==> config.mk <==
export PLATFORM = sky130hd
export DESIGN_NAME = voice_steal_selector_unit
export DESIGN_NICKNAME = d
export VERILOG_FILES = /design/src/hdl/vss_pkg.sv /design/src/hdl/vss_ram.sv /design/src/hdl/vss_ctrl.sv /design/src/hdl/vss_datapath.sv /design/src/hdl/voice_steal_selector_unit.sv
export SDC_FILE = /design/constraint.sdc
export NUM_CORES = 2
export LEC_CHECK = 0
export BUFFER_PORTS_ARGS = -buffer_cell sky130_fd_sc_hd__buf_2
export CAP_MARGIN = 20
export CORE_UTILIZATION = 50
export DETAILED_ROUTE_END_ITERATION = 16
export PLACE_DENSITY = 0.72
export RECOVER_POWER = 25
export SLEW_MARGIN = 30
export SYNTH_ARGS = -nofsm -noshare
export SYNTH_HDL_FRONTEND = slang
export SYNTH_SLANG_ARGS = --single-unit
==> constraint.sdc <==
create_clock -name clock -period 23.6 [get_ports clock]
set_input_delay 3.54 -clock clock [delete_from_list [all_inputs] [get_ports clock]]
set_output_delay 3.54 -clock clock [all_outputs]
set_load 0.02 [all_outputs]
==> src/hdl/vss_pkg.sv <==
`default_nettype none
// ----------------------------------------------------------------------------
// vss_pkg
// Shared types and constants for the voice steal selector: beat payloads,
// request kinds, play states, steal priorities and controller commands.
// ----------------------------------------------------------------------------
package vss_pkg;

   localparam int COORD_W        = 16;
   localparam int KIND_W         = 2;
   localparam int VIDX_W         = 5;
   localparam int VSTATE_W       = 2;
   localparam int DIST_W         = 34;
   localparam int PRIO_W         = 2;
   localparam int SQ_W           = 2 * COORD_W;
   localparam int ENTRY_W        = 3 * COORD_W + VSTATE_W + 1;
   localparam int NUM_VOICES_DEF = 32;
   localparam int DRAIN_CYCLES   = 3;
   localparam int DRAIN_W        = $clog2(DRAIN_CYCLES);

   localparam logic [KIND_W-1:0] KIND_VOICE    = 2'd0;
   localparam logic [KIND_W-1:0] KIND_LISTENER = 2'd1;
   localparam logic [KIND_W-1:0] KIND_STEAL    = 2'd2;

   localparam logic [VSTATE_W-1:0] VOICE_PLAYING = 2'd0;
   localparam logic [VSTATE_W-1:0] VOICE_PAUSED  = 2'd1;
   localparam logic [VSTATE_W-1:0] VOICE_STOPPED = 2'd2;

   localparam logic [PRIO_W-1:0] PRIO_PAUSED   = 2'd1;
   localparam logic [PRIO_W-1:0] PRIO_PLAYING  = 2'd2;
   localparam logic [PRIO_W-1:0] PRIO_RELATIVE = 2'd3;

   typedef struct packed {
      logic [KIND_W-1:0]          kind;
      logic [VIDX_W-1:0]          voice_index;
      logic [VSTATE_W-1:0]        voice_state;
      logic                       relative;
      logic                       allocated;
      logic signed [COORD_W-1:0]  pos_x;
      logic signed [COORD_W-1:0]  pos_y;
      logic signed [COORD_W-1:0]  pos_z;
      logic [DIST_W-1:0]          max_sq_distance;
      logic [PRIO_W-1:0]          priority_req;
   } req_payload_type;

   typedef struct packed {
      logic              found;
      logic [VIDX_W-1:0] victim_index;
   } rsp_payload_type;

   typedef struct packed {
      logic accept;
      logic rd_en;
      logic finish;
   } ctrl_cmd_type;

   typedef struct packed {
      logic out_free;
   } dp_status_type;

   typedef enum logic [1:0] {
      CTRL_IDLE,
      CTRL_SCAN,
      CTRL_DRAIN,
      CTRL_REPLY
   } ctrl_state_type;

endpackage

`default_nettype wire

==> src/hdl/vss_ram.sv <==
`default_nettype none
// ----------------------------------------------------------------------------
// vss_ram
// Generic single write port, single read port RAM with registered read data.
// ----------------------------------------------------------------------------
module vss_ram #(
   parameter int WIDTH  = 8,
   parameter int DEPTH  = 32,
   localparam int ADDR_W = $clog2(DEPTH)
) (
   input  wire logic              clock,
   input  wire logic              wr_en,
   input  wire logic [ADDR_W-1:0] wr_addr,
   input  wire logic [WIDTH-1:0]  wr_data,
   input  wire logic              rd_en,
   input  wire logic [ADDR_W-1:0] rd_addr,
   output logic      [WIDTH-1:0]  rd_data
);

   logic [WIDTH-1:0] mem_ff [DEPTH];
   logic [WIDTH-1:0] rd_data_ff;

   always_ff @(posedge clock) begin
      if (wr_en) begin
         mem_ff[wr_addr] <= wr_data;
      end
      if (rd_en) begin
         rd_data_ff <= mem_ff[rd_addr];
      end
   end

   assign rd_data = rd_data_ff;

endmodule

`default_nettype wire

==> src/hdl/vss_ctrl.sv <==
`default_nettype none
// ----------------------------------------------------------------------------
// vss_ctrl
// Sequencer: takes request beats, steps the voice scan, waits for the
// distance pipeline to empty and hands the reply to the datapath.
// ----------------------------------------------------------------------------
module vss_ctrl
   import vss_pkg::*;
#(
   parameter int NUM_VOICES = NUM_VOICES_DEF,
   localparam int IDX_W = $clog2(NUM_VOICES)
) (
   input  wire logic              clock,
   input  wire logic              reset,
   input  wire logic              req_valid,
   input  wire logic [KIND_W-1:0] req_kind,
   output logic                   req_stall,
   input  wire dp_status_type     status,
   output ctrl_cmd_type           cmd,
   output logic      [IDX_W-1:0]  scan_idx
);

   ctrl_state_type     state_ff, state_in;
   logic [IDX_W-1:0]   cnt_ff, cnt_in;
   logic [DRAIN_W-1:0] dcnt_ff, dcnt_in;

   always_ff @(posedge clock) begin
      if (reset) begin
         state_ff <= CTRL_IDLE;
         cnt_ff   <= '0;
         dcnt_ff  <= '0;
      end else begin
         state_ff <= state_in;
         cnt_ff   <= cnt_in;
         dcnt_ff  <= dcnt_in;
      end
   end

   always_comb begin
      state_in  = state_ff;
      cnt_in    = cnt_ff;
      dcnt_in   = dcnt_ff;
      cmd       = '0;
      req_stall = 1'b1;
      case (state_ff)
         CTRL_IDLE: begin
            req_stall = 1'b0;
            if (req_valid) begin
               cmd.accept = 1'b1;
               if (req_kind == KIND_STEAL) begin
                  state_in = CTRL_SCAN;
                  cnt_in   = '0;
               end else begin
                  state_in = CTRL_REPLY;
               end
            end
         end
         CTRL_SCAN: begin
            cmd.rd_en = 1'b1;
            if (cnt_ff == IDX_W'(NUM_VOICES - 1)) begin
               state_in = CTRL_DRAIN;
               dcnt_in  = '0;
            end else begin
               cnt_in = cnt_ff + 1'b1;
            end
         end
         CTRL_DRAIN: begin
            if (dcnt_ff == DRAIN_W'(DRAIN_CYCLES - 1)) begin
               state_in = CTRL_REPLY;
            end else begin
               dcnt_in = dcnt_ff + 1'b1;
            end
         end
         CTRL_REPLY: begin
            cmd.finish = 1'b1;
            if (status.out_free) begin
               state_in = CTRL_IDLE;
            end
         end
         default: begin
            state_in = CTRL_IDLE;
         end
      endcase
   end

   assign scan_idx = cnt_ff;

`ifndef SYNTHESIS
   a_scan_bound: assert property (@(posedge clock) disable iff (reset)
      state_ff == CTRL_SCAN |-> cnt_ff <= IDX_W'(NUM_VOICES - 1))
      else $error("scan counter beyond last voice");

   a_scan_end: assert property (@(posedge clock) disable iff (reset)
      state_ff == CTRL_SCAN && cnt_ff == IDX_W'(NUM_VOICES - 1) |=> state_ff == CTRL_DRAIN)
      else $error("scan did not end after last voice");
`endif

endmodule

`default_nettype wire

==> src/hdl/vss_datapath.sv <==
`default_nettype none
// ----------------------------------------------------------------------------
// vss_datapath
// Voice table, listener position, distance pipeline, per-class candidate
// tracking, victim choice and reply register.
// ----------------------------------------------------------------------------
module vss_datapath
   import vss_pkg::*;
#(
   parameter int NUM_VOICES = NUM_VOICES_DEF,
   localparam int IDX_W = $clog2(NUM_VOICES)
) (
   input  wire logic             clock,
   input  wire logic             reset,
   input  wire req_payload_type  req_payload,
   input  wire ctrl_cmd_type     cmd,
   input  wire logic [IDX_W-1:0] scan_idx,
   input  wire logic             rsp_stall,
   output dp_status_type         status,
   output logic                  rsp_valid,
   output rsp_payload_type       rsp_payload
);

   localparam int EXT_W = IDX_W + VIDX_W;

   // write decode
   logic [EXT_W-1:0]   wr_idx_ext;
   logic [IDX_W-1:0]   wr_idx;
   logic               wr_in_range;
   logic               voice_we;
   logic               listener_we;
   logic [ENTRY_W-1:0] wr_entry;

   assign wr_idx_ext  = {{IDX_W{1'b0}}, req_payload.voice_index};
   assign wr_idx      = wr_idx_ext[IDX_W-1:0];
   assign wr_in_range = wr_idx_ext < EXT_W'(NUM_VOICES);
   assign voice_we    = cmd.accept && req_payload.kind == KIND_VOICE && wr_in_range;
   assign listener_we = cmd.accept && req_payload.kind == KIND_LISTENER;
   assign wr_entry    = {req_payload.voice_state, req_payload.relative,
                         req_payload.pos_x, req_payload.pos_y, req_payload.pos_z};

   logic [ENTRY_W-1:0] rd_entry;

   vss_ram #(
      .WIDTH (ENTRY_W),
      .DEPTH (NUM_VOICES)
   ) u_voice_ram (
      .clock   (clock),
      .wr_en   (voice_we),
      .wr_addr (wr_idx),
      .wr_data (wr_entry),
      .rd_en   (cmd.rd_en),
      .rd_addr (scan_idx),
      .rd_data (rd_entry)
   );

   // allocated flags and listener
   logic [NUM_VOICES-1:0] alloc_ff, alloc_in;
   logic [COORD_W-1:0]    lis_ff [3];
   logic [COORD_W-1:0]    lis_in [3];

   // read stage
   logic             rd_valid_ff;
   logic             rd_alloc_ff;
   logic [IDX_W-1:0] rd_idx_ff;

   logic [VSTATE_W-1:0] rd_state;
   logic                rd_rel;
   logic [COORD_W-1:0]  rd_pos [3];
   logic [COORD_W:0]    diff   [3];
   logic [COORD_W:0]    diff_n [3];
   logic [COORD_W-1:0]  mag    [3];

   // square stage
   logic                sq_valid_ff;
   logic                sq_alloc_ff;
   logic [IDX_W-1:0]    sq_idx_ff;
   logic                sq_rel_ff;
   logic [VSTATE_W-1:0] sq_state_ff;
   logic [SQ_W-1:0]     sq_ff [3];
   logic [SQ_W-1:0]     sq_in [3];

   // distance stage
   logic [DIST_W-1:0]   dist_sum;
   logic                ds_valid_ff;
   logic [IDX_W-1:0]    ds_idx_ff;
   logic                ds_rel_ff;
   logic [VSTATE_W-1:0] ds_state_ff;
   logic [DIST_W-1:0]   ds_dist_ff;

   // request context and candidates
   logic [DIST_W-1:0]   lim_ff;
   logic [PRIO_W-1:0]   prio_ff;
   logic [2:0]          have_ff, have_in;
   logic [IDX_W-1:0]    who_ff [3];
   logic [IDX_W-1:0]    who_in [3];
   logic [DIST_W-1:0]   far_ff [3];
   logic [DIST_W-1:0]   far_in [3];
   logic                have_rel_ff, have_rel_in;
   logic [IDX_W-1:0]    rel_who_ff, rel_who_in;
   logic [VSTATE_W-1:0] rel_state_ff, rel_state_in;

   // victim and reply
   logic             hit;
   logic [IDX_W-1:0] victim;
   logic [EXT_W-1:0] victim_ext;
   logic             release_voice;
   logic             rsp_valid_ff, rsp_valid_in;
   rsp_payload_type  rsp_payload_ff, rsp_payload_in;

   assign rd_state  = rd_entry[ENTRY_W-1 -: VSTATE_W];
   assign rd_rel    = rd_entry[3*COORD_W];
   assign rd_pos[0] = rd_entry[3*COORD_W-1 -: COORD_W];
   assign rd_pos[1] = rd_entry[2*COORD_W-1 -: COORD_W];
   assign rd_pos[2] = rd_entry[COORD_W-1:0];

   always_comb begin
      for (int a = 0; a < 3; a++) begin
         diff[a]   = {rd_pos[a][COORD_W-1], rd_pos[a]} - {lis_ff[a][COORD_W-1], lis_ff[a]};
         diff_n[a] = ~diff[a] + 1'b1;
         mag[a]    = diff[a][COORD_W] ? diff_n[a][COORD_W-1:0] : diff[a][COORD_W-1:0];
         sq_in[a]  = SQ_W'(mag[a]) * SQ_W'(mag[a]);
         lis_in[a] = lis_ff[a];
      end
      if (listener_we) begin
         lis_in[0] = req_payload.pos_x;
         lis_in[1] = req_payload.pos_y;
         lis_in[2] = req_payload.pos_z;
      end
   end

   assign dist_sum = DIST_W'(sq_ff[0]) + DIST_W'(sq_ff[1]) + DIST_W'(sq_ff[2]);

   // candidate update
   always_comb begin
      have_in      = have_ff;
      have_rel_in  = have_rel_ff;
      rel_who_in   = rel_who_ff;
      rel_state_in = rel_state_ff;
      for (int c = 0; c < 3; c++) begin
         who_in[c] = who_ff[c];
         far_in[c] = far_ff[c];
      end
      if (cmd.accept) begin
         have_in     = '0;
         have_rel_in = 1'b0;
      end else if (ds_valid_ff) begin
         if (!ds_rel_ff) begin
            for (int c = 0; c < 3; c++) begin
               if (ds_state_ff == VSTATE_W'(c) && (!have_ff[c] || far_ff[c] < ds_dist_ff)) begin
                  have_in[c] = 1'b1;
                  who_in[c]  = ds_idx_ff;
                  far_in[c]  = ds_dist_ff;
               end
            end
         end else if (!have_rel_ff || rel_state_ff < ds_state_ff) begin
            have_rel_in  = 1'b1;
            rel_who_in   = ds_idx_ff;
            rel_state_in = ds_state_ff;
         end
      end
   end

   // victim by fall-through
   always_comb begin
      hit    = 1'b0;
      victim = '0;
      if (have_ff[VOICE_STOPPED]) begin
         hit    = 1'b1;
         victim = who_ff[VOICE_STOPPED];
      end else if (prio_ff >= PRIO_PAUSED && have_ff[VOICE_PAUSED]) begin
         hit    = 1'b1;
         victim = who_ff[VOICE_PAUSED];
      end else if (prio_ff >= PRIO_PLAYING && have_ff[VOICE_PLAYING]) begin
         hit    = 1'b1;
         victim = who_ff[VOICE_PLAYING];
      end else if (prio_ff == PRIO_RELATIVE && have_rel_ff) begin
         hit    = 1'b1;
         victim = rel_who_ff;
      end
   end

   assign victim_ext      = {{VIDX_W{1'b0}}, victim};
   assign status.out_free = !rsp_valid_ff || !rsp_stall;
   assign release_voice   = cmd.finish && status.out_free && hit;

   always_comb begin
      alloc_in = alloc_ff;
      if (voice_we) begin
         alloc_in[wr_idx] = req_payload.allocated;
      end
      if (release_voice) begin
         alloc_in[victim] = 1'b0;
      end
   end

   always_comb begin
      rsp_valid_in   = rsp_valid_ff;
      rsp_payload_in = rsp_payload_ff;
      if (cmd.finish && status.out_free) begin
         rsp_valid_in                = 1'b1;
         rsp_payload_in.found        = hit;
         rsp_payload_in.victim_index = victim_ext[VIDX_W-1:0];
      end else if (status.out_free) begin
         rsp_valid_in = 1'b0;
      end
   end

   // control state
   always_ff @(posedge clock) begin
      if (reset) begin
         alloc_ff     <= '0;
         lis_ff       <= '{default: '0};
         rd_valid_ff  <= 1'b0;
         sq_valid_ff  <= 1'b0;
         ds_valid_ff  <= 1'b0;
         have_ff      <= '0;
         have_rel_ff  <= 1'b0;
         rsp_valid_ff <= 1'b0;
      end else begin
         alloc_ff     <= alloc_in;
         lis_ff       <= lis_in;
         rd_valid_ff  <= cmd.rd_en;
         sq_valid_ff  <= rd_valid_ff;
         ds_valid_ff  <= sq_valid_ff && sq_alloc_ff && dist_sum <= lim_ff;
         have_ff      <= have_in;
         have_rel_ff  <= have_rel_in;
         rsp_valid_ff <= rsp_valid_in;
      end
   end

   // payload
   always_ff @(posedge clock) begin
      rd_alloc_ff    <= alloc_ff[scan_idx];
      rd_idx_ff      <= scan_idx;
      sq_alloc_ff    <= rd_alloc_ff;
      sq_idx_ff      <= rd_idx_ff;
      sq_rel_ff      <= rd_rel;
      sq_state_ff    <= rd_state;
      sq_ff          <= sq_in;
      ds_idx_ff      <= sq_idx_ff;
      ds_rel_ff      <= sq_rel_ff;
      ds_state_ff    <= sq_state_ff;
      ds_dist_ff     <= dist_sum;
      who_ff         <= who_in;
      far_ff         <= far_in;
      rel_who_ff     <= rel_who_in;
      rel_state_ff   <= rel_state_in;
      rsp_payload_ff <= rsp_payload_in;
      if (cmd.accept) begin
         lim_ff  <= req_payload.max_sq_distance;
         prio_ff <= req_payload.priority_req;
      end
   end

   assign rsp_valid   = rsp_valid_ff;
   assign rsp_payload = rsp_payload_ff;

`ifndef SYNTHESIS
   a_release_allocated: assert property (@(posedge clock) disable iff (reset)
      release_voice |-> alloc_ff[victim])
      else $error("released voice was not allocated");

   a_reply_from_finish: assert property (@(posedge clock) disable iff (reset)
      $rose(rsp_valid_ff) |-> $past(cmd.finish))
      else $error("reply beat without finish command");

   a_none_index_zero: assert property (@(posedge clock) disable iff (reset)
      rsp_valid_ff && !rsp_payload_ff.found |-> rsp_payload_ff.victim_index == '0)
      else $error("index set on a reply without a victim");
`endif

endmodule

`default_nettype wire

==> src/hdl/voice_steal_selector_unit.sv <==
`default_nettype none
// ----------------------------------------------------------------------------
// voice_steal_selector_unit
// Voice table with listener position; steal requests pick and release the
// farthest suitable voice by class and priority.
// ----------------------------------------------------------------------------
//  channel  direction  handshake            beat
//  req_     in         req_valid/req_stall  req_payload_type
//  rsp_     out        rsp_valid/rsp_stall  rsp_payload_type
//
//  voice and listener writes: one reply beat each
//  steal request: one voice per cycle through the
//  single distance pipeline (read, square, sum and limit, candidate update)
//  reset clears all allocated flags and the listener position at once
//  a stalled reply holds the sequencer in its reply step; one request at a time
// ----------------------------------------------------------------------------
module voice_steal_selector_unit
   import vss_pkg::*;
#(
   parameter int NUM_VOICES = NUM_VOICES_DEF
) (
   input  wire logic            clock,
   input  wire logic            reset,
   input  wire logic            req_valid,
   output logic                 req_stall,
   input  wire req_payload_type req_payload,
   output logic                 rsp_valid,
   input  wire logic            rsp_stall,
   output rsp_payload_type      rsp_payload
);

   localparam int IDX_W = $clog2(NUM_VOICES);

   ctrl_cmd_type     cmd;
   dp_status_type    status;
   logic [IDX_W-1:0] scan_idx;

   vss_ctrl #(
      .NUM_VOICES (NUM_VOICES)
   ) u_ctrl (
      .clock     (clock),
      .reset     (reset),
      .req_valid (req_valid),
      .req_kind  (req_payload.kind),
      .req_stall (req_stall),
      .status    (status),
      .cmd       (cmd),
      .scan_idx  (scan_idx)
   );

   vss_datapath #(
      .NUM_VOICES (NUM_VOICES)
   ) u_datapath (
      .clock       (clock),
      .reset       (reset),
      .req_payload (req_payload),
      .cmd         (cmd),
      .scan_idx    (scan_idx),
      .rsp_stall   (rsp_stall),
      .status      (status),
      .rsp_valid   (rsp_valid),
      .rsp_payload (rsp_payload)
   );

endmodule

`default_nettype wire

======== After elaboration in Yosys (flattened, before gate mapping) ========
Memories as Yosys holds them, arrays and structs flattened. A register that Yosys moved wholly into a read port is not among the register bits.
Cells that the tools add are included.
cells by class
  $add $sub $neg .......................... 10
  $mul .................................... 3
  divide/modulo/power cells ............... 0
  order comparisons ....................... 13
  eq/ne operators ......................... 17
  shifts and indexed selects .............. 0
  mux-type cells .......................... 42
  bitwise gates (word level) .............. 7
  reductions and logical operators ........ 44
operators by type and width
  kind                                                                                 number
  34-bit < comparator                                                                  3
  16-bit by 16-bit multiplier with 32-bit output                                       3
  32-bit two-way mux                                                                   2
  16-bit by 16-bit subtractor with 17-bit output                                       3
  16-bit by 1-bit adder with 16-bit output, second input constant                      3
  16-bit two-way mux                                                                   3
  16-bit inverter                                                                      3
  5-bit two-way mux                                                                    7
  34-bit by 32-bit adder with 34-bit output                                            1
  34-bit less-or-equal comparator                                                      1
  32-bit by 32-bit adder with 33-bit output                                            1
  32-bit AND                                                                           1
  32-bit bitwise mux                                                                   1
  32-bit inverter                                                                      1
  5-bit by 6-bit < comparator with 1-bit output, second input constant                 4
  4-bit AND reduction                                                                  6
  1-bit two-way mux                                                                    16
  1-bit logical AND                                                                    15
  3-bit AND reduction                                                                  5
  2-bit two-way mux                                                                    7
  2-bit == test, second input constant                                                 6
  1-bit demux with 5-bit select                                                        2
  5-bit by 1-bit greater-or-equal comparator with 1-bit output, second input constant  2
  5-bit case mux with 2 select lines                                                   1
  other kinds (18)                                                                     39
word-level totals
  register bits ........................... 416
  latch bits .............................. 0
  RAM bits ................................ 1,632
  ROM bits ................................ 0
  bits of input ports ..................... 99
  output and inout port bits .............. 8
  memories ................................ 1
memory list
  name                           depth  width  read ports  clocked after Yosys merged registers in  wr ports  line           source
  u_datapath.u_voice_ram.mem_ff  32     51     1           1                                        1         vss_ram.sv:20  logic [WIDTH-1:0] mem_ff [DEPTH];

======== Logic depth before layout (Yosys ltp) ========
  depth in word-level cells ............... 13
  depth in mapped cells ................... 39

======== Modules after synthesis ========
Synthesis repeated with hierarchy kept, for this count alone.
second synthesis, totals
  cell total of the unflattened synthesis .. 7,989
  area, all modules ....................... 107,428.0 µm²
by module, submodules not included
  module        instances  cells each  area each (µm²)
  vss_ram       1          3,574       65,053.6
  vss_datapath  1          4,340       41,743.8
  vss_ctrl      1          75          630.6

======== Worst setup path before layout ========
Ideal clock, no wire load.
  path type ............................... register to register
  from .................................... reg u_datapath.u_voice_ram.rd_data_ff[16], in the netlist u_datapath.u_voice_ram.rd_data[16], read port of u_datapath.u_voice_ram.mem_ff
  to ...................................... reg u_datapath.sq_ff[60] (netlist bit)
  setup time .............................. 0.106 ns
  arrival time ............................ 8.739 ns
  slack ................................... 14.755 ns
  stages on the path, launching flop included .. 35
  path buffers ............................ 1
  clock period less this slack ............ 8.845 ns
  cells stage by stage .................... edfxtp_1 > inv_1 > ha_1 > fa_1 > nand2b_1 > a21bo_2 > a211oi_1 > o41ai_1 > a21oi_1 > buf_2 > nor2_1 > xor2_1 > inv_2 > nand2_1 > inv_1 > fa_1 > inv_1 > fa_1 > inv_1 > fa_1 > inv_1 > fa_1 > fa_1 > fa_1 > inv_1 > ha_1 > a21o_1 > a21oi_1 > o211ai_1 > a2111oi_2 > nor2_1 > a221o_1 > o31ai_1 > or4b_1 > o311ai_0
RTL lines
  item                  line                 source
  from (decl)           vss_ram.sv:21        logic [WIDTH-1:0] rd_data_ff;
  to (signal assigned)  vss_datapath.sv:240  sq_ff <= sq_in;
  to (decl)             vss_datapath.sv:80   logic [SQ_W-1:0] sq_ff [3];

==> results.tsv <==
metric	value	unit
cp_slowest_stage_delay	0.62	ns
synth_simple_gate_area_share	4.919	%
finalWirelength	263800	um
synth.lib_cells_used.distinct	89	
dr_wl_cell	25.87	um
drive_above_1_share	15.60	%
dominant_combinational_cell_family_by_area_after_synthesis	adder cells	
path_clk_slew	0.06	ns
grt_max_degree	103	
cp_common_cell	sky130_fd_sc_hd__fa_1	
ant_nets	0	
maxSlewViolCount	267	
root_buffer	sky130_fd_sc_hd__clkbuf_16	
period_minus_slack	10.40	ns
clock-skew-final	0.08610	ns
rows	168	
setup_viol	0	
top_signal_layer_used	met5	
clk_latency	0.89	ns
design.portCount	107	
async_reset_ff_share	0	%
yosysWarningCount	0	
met3_length	20010	um
firstDrtPassIters	8	
antenna_found_initial	19	
cell_with_the_largest_stage_delay_on_the_worst_path	sky130_fd_sc_hd__xor2_1	
postSynthNetCount	8120	
finish.net_count	8339	
synth_mux_area_share	11.70	%
status	complete, but fails checks	
rsz0062_at_grt	no	
fmaxAchievable	96.15	MHz
mostFrequentLayoutCells	1849 x sky130_fd_sc_hd__edfxtp_1, 886 x sky130_fd_sc_hd__inv_1, 542 x sky130_fd_sc_hd__ha_1	
met1_wl	105600	um
estimated_wirelength_of_the_detail_placed_design	165000	um
max-cap-violations	7	
layout_commonest_cell	sky130_fd_sc_hd__edfxtp_1	
cp_max_fo	15	
grt_pass1_vias	62350	
worst_slew_pin_slew	3.464	ns
synth_xor_xnor_area_share	1.899	%
cts_setup_buffers	0	
min-delay-path-class	reg2reg	
yosys.area_share.adder	15.66	%
met2_wirelength	129500	um
synth_compound_gate_area_share	4.812	%
post_route_clock_period_utilization	44.07	%
crit_path_end_kind	flop	
clock_tree.buffer_depth	3	
floorplan.initialDensity	50.45	%
core_area	210200	um2
post_drt_via_cell_ratio	5.930	
dr.first_iter.drc_count	6234	
cts-hold-fix-buffers	0	
hold_violations	0	
port-buffer-count	106	
worst-endpoint-required	24.34	ns
tns_setup	0	ns
syn_avg_cell_area	15.18	um2
cts_tree	yes	
fp.dieArea	214000	um2
synth_area	106100	um2
synth_seq_area_share	57.02	%
violations	max-capacitance violations, max-slew violations	
nFillCells	16190	
yosys_register_bits	2096	
synthCells	6988	
cts_made_buffers	206	
grt.total_usage	24.64	%
die_width	462.6	um
cts-htree-levels	4	
synth_enable_flop_cells	1849	
via_count_of_the_routed_design	60480	
syn_to_final_growth	10.97	%
max-slew-margin-rel	-130.9	%
numClockSinks	2096	
die_height	462.6	um
worstPathArrival	11.14	ns
post_cts_resize_count	0	
drcViolationCount	0	
crit_type	reg2reg	
grt_first_pass_wirelength	394300	um
cp-start-kind	flop	
synth_flop_cell	sky130_fd_sc_hd__edfxtp_1	
overflow	0	
gpl.final_weighted_congestion	0.9105	
==> routing by layer <==
layer	global-route usage [%]	vias up
met4	8.275	14
met5	0	-
li1	-	26040
met2	40.72	2788
met1	33.36	31160
met3	3.920	481
==> per-stage QoR <==
stage	hold slack [ns]	utilization [%]	setup WS, ns	std cells	instance area (um2)
2_1_floorplan	0.3096	-	14.75	6988	106100
3_3_place_gp	0.3120	52.53	13.53	9792	110400
3_5_place_dp	0.3121	52.65	13.29	9801	110700
4_1_cts	0.3259	55.99	13.26	10190	117700
5_1_grt	0.3297	55.99	12.54	10200	117700
6_report	0.3256	55.99	13.20	10200	117700
==> cell families (layout without fill, tap and decap cells) <==
| group | Yosys count | after routing |
|---|---|---|
| buffers and inverters | 1119 | 1517 |
| adders and majority gates | 1033 | 1033 |
| other | 0 | 8 |
| xor gates and xnor gates | 225 | 225 |
| AOI/OAI and AO/OA | 774 | 774 |
| muxes | 583 | 583 |
| and+or+nand+nor | 1158 | 1158 |
| DFF | 2096 | 2096 |
==> area by class of cell <==
type                       instances  area, um2  area share (%)
antenna                            8      20.02         0.01701
clock buffer                     256       5463           4.642
clock inverter                   131       1565           1.330
inverter                         906       3401           2.890
multi-input combinational       3773      41660           35.40
sequential                      2096      60470           51.38
tap                             2805       3510           2.982
timing repair buffer             224       1604           1.363
==> flip-flops by register name, summed over array words and instances (netlist names), 3 cells and up <==
name / cells
u_datapath.far_ff: 102
u_ctrl.scan_idx: 5
u_datapath.u_voice_ram.rd_data: 51
u_datapath.ds_idx_ff: 5
u_datapath.rsp_payload: 6
u_datapath.lis_ff: 48
u_datapath.u_voice_ram.mem_ff: 1632
u_datapath.ds_dist_ff: 34
u_datapath.lim_ff: 34
u_datapath.have_ff: 3
u_datapath.sq_ff: 93
u_datapath.who_ff: 15
u_datapath.alloc_ff: 32
u_datapath.sq_idx_ff: 5
u_datapath.rd_idx_ff: 5
u_datapath.rel_who_ff: 5
==> cells in the mapped netlist, types with 35 or more instances <==
master                     number  share of area [%]
sky130_fd_sc_hd__a21o_1       148                1.0
sky130_fd_sc_hd__a21oi_1      234                1.1
sky130_fd_sc_hd__a221oi_1      45               0.37
sky130_fd_sc_hd__buf_1         43               0.15
sky130_fd_sc_hd__clkbuf_1     152               0.54
sky130_fd_sc_hd__dfxtp_1      247                4.7
sky130_fd_sc_hd__edfxtp_1    1849                 52
sky130_fd_sc_hd__fa_1         491                9.3
sky130_fd_sc_hd__ha_1         542                6.4
sky130_fd_sc_hd__inv_1        887                3.1
sky130_fd_sc_hd__mux2_2        55               0.58
sky130_fd_sc_hd__mux4_2       520                 11
sky130_fd_sc_hd__nand2_1      426                1.5
sky130_fd_sc_hd__nand2b_1      51               0.30
sky130_fd_sc_hd__nand3_1       48               0.23
sky130_fd_sc_hd__nand4_1       35               0.21
sky130_fd_sc_hd__nor2_1       364                1.3
sky130_fd_sc_hd__nor2b_1       46               0.27
sky130_fd_sc_hd__nor3_1        61               0.29
sky130_fd_sc_hd__o21ai_0      127               0.60
sky130_fd_sc_hd__xnor2_1      145                1.2
sky130_fd_sc_hd__xor2_1        75               0.62
==> final timing paths <==
path / start / to / slack (ns) / cells past startpoint
max reg2reg: u_datapath.u_voice_ram.rd_data[16] / u_datapath.sq_ff[60] / 13.20 / 31
min reg2reg: u_datapath.rd_idx_ff[3] / u_datapath.sq_idx_ff[3] / 0.33 / 0
max: u_datapath.u_voice_ram.rd_data[16] / u_datapath.sq_ff[60] / 13.20 / 31
min: u_datapath.rd_idx_ff[3] / u_datapath.sq_idx_ff[3] / 0.33 / 0
==> critical path, delay by kind of cell (launching register included) <==
kind	cells	cell delay (ns)
AO/OA/AOI/OAI	10	2.84
buffers and inverters	5	0.97
XOR/XNOR	1	0.62
flip-flops	1	0.33
AND/OR/NAND/NOR	6	1.58
adder cells (fa/ha/maj)	9	3.90
Power is left out: the tool's default activity adds up to more than one toggle a clock period on the data nets, which glitch-free logic cannot reach.
